[src/design/fbp_pkg.sv]
// Shared types, constants and pixel arithmetic for the frame store plot/fade unit.
// No dependencies; imported by the ALU and the top level.
package fbp_pkg;

  // Frame geometry
  localparam int FRAME_WIDTH  = 320;
  localparam int FRAME_HEIGHT = 240;
  localparam int PIXELS       = FRAME_WIDTH * FRAME_HEIGHT;
  localparam int ADDR_W       = $clog2(PIXELS);
  localparam int IN_ADDR_W    = 17;
  localparam int WORD_W       = 32;

  localparam logic [WORD_W-1:0] HALF_MASK = 32'h7F7F7F7F;

  // Opcodes of an input transaction
  localparam logic [1:0] OP_PLOT      = 2'd0;
  localparam logic [1:0] OP_FADE_BLUR = 2'd1;
  localparam logic [1:0] OP_READ      = 2'd2;

  // Configuration register indexes
  localparam logic [1:0] CFG_FADE_SHIFT       = 2'd0;
  localparam logic [1:0] CFG_BRIGHTNESS_SHIFT = 2'd1;
  localparam logic [1:0] CFG_DEPTH_SHIFT      = 2'd2;
  localparam logic [1:0] CFG_DEPTH_ENABLE     = 2'd3;

  typedef enum logic [1:0] {
    ALU_PLOT,
    ALU_FADE_LANE,
    ALU_FADE_DEPTH,
    ALU_AVG
  } alu_mode_t;

  typedef struct packed {
    alu_mode_t  mode;
    logic [2:0] fade_shift;
    logic [2:0] brightness_shift;
    logic [2:0] depth_shift;
    logic       depth_enable;
  } alu_ctrl_t;

  typedef struct packed {
    logic [7:0] intensity;
    logic [7:0] blue;
    logic [7:0] green;
    logic [7:0] red;
  } plot_tgt_t;

  // Ease v toward tgt: ((v+1)*(2^s-1)+tgt) >> s, result up to 255
  function automatic logic [8:0] ease(input logic [7:0] v, input logic [7:0] tgt,
                                      input logic [2:0] s);
    logic [15:0] p;
    logic [15:0] sum;
    p   = 16'(v) + 16'd1;
    sum = (p << s) - p + 16'(tgt);
    return 9'(sum >> s);
  endfunction

  // Bytewise fade; depth_only restricts it to the top byte
  function automatic logic [WORD_W-1:0] fade_word(input logic [WORD_W-1:0] w,
                                                   input logic [2:0] f,
                                                   input logic depth_only);
    logic [7:0]        bb;
    logic [7:0]        mb;
    logic [WORD_W-1:0] bias;
    logic [WORD_W-1:0] mask;
    logic [WORD_W-1:0] sum;
    bb = 8'((16'd1 << f) - 16'd1);
    mb = 8'((16'd1 << (4'd8 - {1'b0, f})) - 16'd1);
    if (depth_only) begin
      bias = {bb, 24'd0};
      mask = {mb, 24'd0};
    end else begin
      bias = {4{bb}};
      mask = {4{mb}};
    end
    sum = w + bias;
    return w - ((sum >> f) & mask);
  endfunction

  // Bytewise floor average of two words
  function automatic logic [WORD_W-1:0] avg_bytes(input logic [WORD_W-1:0] a,
                                                   input logic [WORD_W-1:0] b);
    return (((a ^ b) >> 1) & HALF_MASK) + (a & b);
  endfunction

endpackage

[src/design/fbp_alu.sv]
// Shared pixel unit: plot update, lane and depth fades, bytewise average.
// Depends on fbp_pkg.
module fbp_alu (
  input  fbp_pkg::alu_ctrl_t             ctrl,
  input  fbp_pkg::plot_tgt_t             tgt,
  input  logic [fbp_pkg::WORD_W-1:0]     word_a,
  input  logic [fbp_pkg::WORD_W-1:0]     word_b,
  output logic [fbp_pkg::WORD_W-1:0]     result,
  output logic                           accept
);
  import fbp_pkg::*;

  logic [8:0] t_depth;
  logic [8:0] t_blue;
  logic [8:0] t_green;
  logic [8:0] t_red;
  logic [7:0] new_depth;
  logic [7:0] new_blue;
  logic [7:0] new_green;
  logic [7:0] new_red;
  logic       reject;

  // Plot path: depth easing and test, colour easing with max-blend
  always_comb begin
    t_depth   = ease(word_a[31:24], tgt.intensity, ctrl.depth_shift);
    t_blue    = ease(word_a[7:0],   tgt.blue,      ctrl.brightness_shift);
    t_green   = ease(word_a[15:8],  tgt.green,     ctrl.brightness_shift);
    t_red     = ease(word_a[23:16], tgt.red,       ctrl.brightness_shift);
    reject    = ctrl.depth_enable && ({2'b00, word_a[31:24]} >= ({1'b0, t_depth} + 10'd2));
    new_depth = ctrl.depth_enable ? t_depth[7:0] : word_a[31:24];
    new_blue  = ({1'b0, word_a[7:0]}   < t_blue)  ? t_blue[7:0]  : word_a[7:0];
    new_green = ({1'b0, word_a[15:8]}  < t_green) ? t_green[7:0] : word_a[15:8];
    new_red   = ({1'b0, word_a[23:16]} < t_red)   ? t_red[7:0]   : word_a[23:16];
  end

  // Mode select
  always_comb begin
    accept = 1'b1;
    case (ctrl.mode)
      ALU_PLOT: begin
        result = {new_depth, new_red, new_green, new_blue};
        accept = !reject;
      end
      ALU_FADE_LANE:  result = fade_word(word_a, ctrl.fade_shift, 1'b0);
      ALU_FADE_DEPTH: result = fade_word(word_a, ctrl.fade_shift, 1'b1);
      default:        result = avg_bytes(word_a, word_b);
    endcase
  end

endmodule

[config.mk]
export PLATFORM = sky130hd
export DESIGN_NAME = fbp_alu
export DESIGN_NICKNAME = d
export VERILOG_FILES = /design/src/design/fbp_pkg.sv /design/src/design/fbp_alu.sv
export SDC_FILE = /design/constraint.sdc
export NUM_CORES = 1
export LEC_CHECK = 0
export BUFFER_PORTS_ARGS = -buffer_cell sky130_fd_sc_hd__buf_2
export CORE_MARGIN = 1
export CORE_UTILIZATION = 53
export DETAILED_ROUTE_END_ITERATION = 7
export PLACE_DENSITY_LB_ADDON = 0.15
export SLEW_MARGIN = 20
export SYNTH_ARGS = -nofsm -noshare
export SYNTH_HDL_FRONTEND = slang
export SYNTH_SLANG_ARGS = --single-unit
export TNS_END_PERCENT = 10
[constraint.sdc]
create_clock -name vclk -period 13.1
set_input_delay 2.62 -clock vclk [all_inputs]
set_output_delay 2.62 -clock vclk [all_outputs]
set_load 0.02 [all_outputs]
==> Word-level counts from Yosys, hierarchy flattened <==
Index checks and enable logic that the tools add are counted.
Widths: inputs -> output; s select.
{ "word_totals": {"ff_bits": 0, "latch_bits": 0, "ram_bits": 0, "mem_bits_ro": 0, "in_bits": 108, "out_inout_bits": 33, "word_cells": 56, "n_memories": 0} }
{ "classes": {"addsub": 21, "n_mul": 0, "n_div": 0, "order_cmp": 4, "eq_ne": 2, "n_shift": 12, "n_mux": 10, "n_bitwise": 4, "reduce_logical": 3} }
{ "op_table": {"columns": ["cell", "n"], "rows": [
  ["$mux 32", 4],
  ["$and 32x32->32", 3],
  ["$pmux 32 s3", 1],
  ["$add 16x8->16", 4],
  ["$add 32x32->32", 2],
  ["$shl 9x3->16", 4],
  ["$shr 16x3->9", 4],
  ["$shr 32x3->32", 2],
  ["$sub 16x9->16", 4],
  ["$sub 32x32->32", 2],
  ["$add 8x1->9 const B", 4],
  ["$add 31x32->32", 1],
  ["$mux 8", 4],
  ["$xor 32x32->32", 1],
  ["$lt 8x9->1", 3],
  ["$sub 8x1->8 const B", 2],
  ["$add 9x2->10 const B", 1],
  ["$ge 8x10->1", 1],
  ["$shl 1x3->8 const A", 1],
  ["$shl 1x4->8 const A", 1],
  ["$sub 4x3->4 const A", 1],
  ["$eq 2x1->1 const B", 1],
  ["$eq 2x2->1 const B", 1],
  ["$logic_not 2->1", 1],
  ["other kinds (3)", 3]
]} }

==> Longest topological paths before layout <==
{ "depth": {"ltp_word": 10, "ltp_mapped": 35, "mapped_depth_nobuf": 31} }

==> Least setup slack after synthesis <==
Ideal clock, no wire load.
{ "synth_timing": {"path_kind": "input-to-output", "startpoint": "input ctrl[4] (netlist bit)", "endpoint": "output result[22] (netlist bit)", "t_arrival_ns": 9.342, "required_time_ns": 10.480, "setup_slack_ns": 1.138, "stages": 33, "n_path_buf": 7, "path_cell_list": "clkbuf_1 > inv_1 > buf_6 > clkbuf_1 > clkbuf_1 > clkbuf_1 > nor2_1 > a21oi_1 > nand2_1 > o21a_1 > mux2_2 > fa_1 > inv_1 > ha_1 > buf_6 > and3_1 > a221o_1 > or4_1 > o211ai_1 > mux2_2 > nor2_1 > a31oi_1 > o21ai_0 > ha_1 > a2111oi_0 > nand2_1 > nor2_1 > a221oi_2 > nand4b_1 > a211oi_2 > buf_6 > mux2_2 > o21ai_0"} }
{ "synth_via": {"elab_chain_cells": 7} }
{ "synth_rtl": {"columns": ["item", "line_no", "source"], "rows": [
  ["start: declaration", "fbp_alu.sv:4", "input fbp_pkg::alu_ctrl_t ctrl,"],
  ["$shl 9x3->16", "fbp_pkg.sv:54", "sum = (p << s) - p + 16'(tgt);"],
  ["$sub 16x9->16", "fbp_pkg.sv:54", null],
  ["$add 16x8->16", "fbp_pkg.sv:54", null],
  ["$shr 16x3->9 (*)", "fbp_pkg.sv:55", "return 9'(sum >> s);"],
  ["$lt 8x9->1", "fbp_alu.sv:33", "new_red = ({1'b0, word_a[23:16]} < t_red) ? t_red[7:0] : word_a[23:16];"],
  ["$mux 8 (*)", "fbp_alu.sv:33", null],
  ["$pmux 32 s3 (*)", "fbp_alu.sv:39", "case (ctrl.mode)"],
  ["end: declaration", "fbp_alu.sv:8", "output logic [fbp_pkg::WORD_W-1:0] result,"]
]} }
Mark *: on every way between the ends. The rest lies on a longest branch, timed or not.

==> Worst setup path after layout <==
{ "layout_timing": {"startpoint": "input ctrl[7] (netlist bit)", "endpoint": "output result[26] (netlist bit)"} }
{ "layout_via": {"elab_chain_cells": 8, "elab_cells_between_ends": 18, "classes_between": "add/sub: 7; shift: 4; mux: 5; bitwise: 2"} }
{ "layout_rtl": {"columns": ["item", "line_no", "source"], "rows": [
  ["$shl 1x3->8", "fbp_pkg.sv:67", "bb = 8'((16'd1 << f) - 16'd1);"],
  ["$sub 8x1->8", "fbp_pkg.sv:67", null],
  ["$mux 32", "fbp_alu.sv:39", null],
  ["$add 32x32->32", "fbp_pkg.sv:76", "sum = w + bias;"],
  ["$shr 32x3->32", "fbp_pkg.sv:77", "return w - ((sum >> f) & mask);"],
  ["$and 32x32->32", "fbp_pkg.sv:77", null],
  ["$sub 32x32->32", "fbp_pkg.sv:77", null],
  ["$pmux 32 s3 (*)", "fbp_alu.sv:39", null]
]} }
Mark *: on every way between the ends. The rest lies on a longest branch, timed or not. The select of a mux whose other input is x is not followed.

==> results.cfg <==
[worst_hold_path]
hp-class = input pin to output pin
holdPathEnd = result[9]
min_from = word_a[9]
holdPathStages = 4

[yosys]
synth_warnings = 0
synth_area_per_cell_um2 = 7.05
syn_nets = 2660
netlist_area_um2 = 16100
synthTopCellsByArea = ha_1 (18%), mux2i_1 (6.5%), xnor2_1 (6.2%)
synth_area_leader_cell = ha_1
synthCells = 2281
synth_seq_area_share_pct = 0
yosysUniqueCellTypes = 85
netlist.area_leader.share_pct = 18.2

[timing]
slew_headroom_pct = 30.6
layout_min_cycle_time_ns = 12.60
fin_tns_setup_ns = 0
worst_slew_pin_slew_ns = 1.03
max_freq_ghz = 0.0793
hold_viol_final = 0
finalSetupViolCount = 0
rsz0062_at_grt = no
fin_crit_sh_pct = 96.2
drv_slew = 0

[worst_setup_path]
slowest_stage = a221oi_1
cpMostUsedCell = a21oi_1
crit_fanout = 25
crit_type = input pin to output pin
start_kind = input pin
max_stage_delay_ns = 0.60
arrival_ns = 9.98
required_ns = 10.48
endpoint_kind = output pin

[floorplan]
core-area_um2 = 29700
initial_core_util_pct = 54.1
num_io_pins = 141
die_x_um = 176
rows = 63
dieArea_um2 = 31000
die_h_um = 176

[cells_and_area]
final_cell_mix = ha_1 (234), nor2_1 (216), nand2_1 (196), a21oi_1 (182), o21ai_0 (156)
flops_and_latches = 0
num-clock-buffers = 0
fin_nets = 2730
nFillCells = 2980
multi_input_area_um2 = 15100
syn2layout_area_growth_pct = 5.98
regArea_um2 = 0
final_common_cell = ha_1
drive_above_1_share_pct = 11.2

[grt]
grtUsageTotal_pct = 35.7
grt_pass1_wl_um = 89400
grt_max_degree = 78
antenna_found_initial = 1
grt_pass1_vias = 16800
gr-total-overflow = 0

[outcome]
status = finished, final reports clean

[clock_network]
cts.repair.resized = 0
postCtsSetupBuffers = 0
ctsHoldBuffers = 0

[drt]
vias = 17900
wl_um = 57300
viasPerCell = 6.54
first_iter_violations = 1741
ant_nets = 0
drc = 0
drt-pass1-iter-count = 6
route.detailed.wl_per_inst_um = 20.9

[job]
maxCapViolCount = 0

[place]
io_buffer_count = 141
place_congestion = 1.01
detailed_place_hpwl_um = 46700
worst max-delay path: cells and delay by family:
family / cells / cell delay [ns]
compound gates: 8 / 2.52
xor+xnor: 1 / 0.31
fa+ha+maj: 4 / 1.35
buf+inv: 4 / 0.95
mux: 2 / 0.67
simple gates: 8 / 1.57
Yosys cell counts, drive strengths merged (21+ instances only):
| cell | n |
|---|---|
| xor2 | 59 |
| nor3 | 44 |
| clkbuf | 70 |
| a211oi | 43 |
| and2 | 21 |
| mux2i | 104 |
| fa | 37 |
| a31oi | 36 |
| a21oi | 182 |
| o211ai | 25 |
| xnor2 | 113 |
| o21ai | 160 |
| nand2 | 196 |
| mux2 | 45 |
| a21o | 72 |
| buf | 31 |
| inv | 147 |
| nor2b | 27 |
| o21a | 35 |
| nor2 | 216 |
| nand2b | 27 |
| nand3 | 64 |
| and3 | 24 |
| ha | 234 |
worst max-delay path by stage:
stage	from	endpoint	slack, ns	depth (start not counted)
finish	ctrl[7]	result[26]	0.50	27
floorplan	ctrl[4]	result[22]	1.14	33
detailed placement	ctrl[7]	result[30]	0.68	27
global placement	ctrl[7]	result[30]	0.64	28
CTS	ctrl[7]	result[30]	0.66	27
global route	ctrl[7]	result[26]	0.02	27
metal layers:
metal  vias up  track usage, %  wire [µm]
met5         -               0          0
met4         0            11.2       2010
met3       120            1.94       4060
met2       778            61.4      26800
met1      8487            47.6      24500
li1       8535               -          -
kinds of logic (layout without fill, tap and decap cells):
kind of cell	count (synthesis)	after routing	share of synthesized area [%]
AND/OR/NAND/NOR	686	686	19.9
multiplexers	161	161	11.3
adder cells (fa/ha/maj)	271	271	22.8
buffers and inverters	252	320	6.30
other	0	1	0
XOR/XNOR	172	172	9.37
AO/OA/AOI/OAI	739	739	30.3
per-stage QoR:
step | area, µm² | setup slack, ns | utilization [%] | std cells | hold WS, ns
6_report | 17000 | 0.496 | 57.3 | 2740 | 5.89
2_1_floorplan | 16100 | 1.14 | - | 2281 | 5.43
3_5_place_dp | 17000 | 0.681 | 57.3 | 2739 | 5.86
5_1_grt | 17000 | 0.0200 | 57.3 | 2740 | 5.86
4_1_cts | 17000 | 0.664 | 57.3 | 2739 | 5.86
3_3_place_gp | 17000 | 0.637 | 57.3 | 2739 | 5.86
final cells by class:
cell class                      count  share of cell area [%]
Antenna cell                        1                  0.0147
Timing Repair Buffer              169                    5.38
Multi-Input combinational cell   2029                    88.4
Tap cell                          390                    2.86
Inverter                          151                    3.33
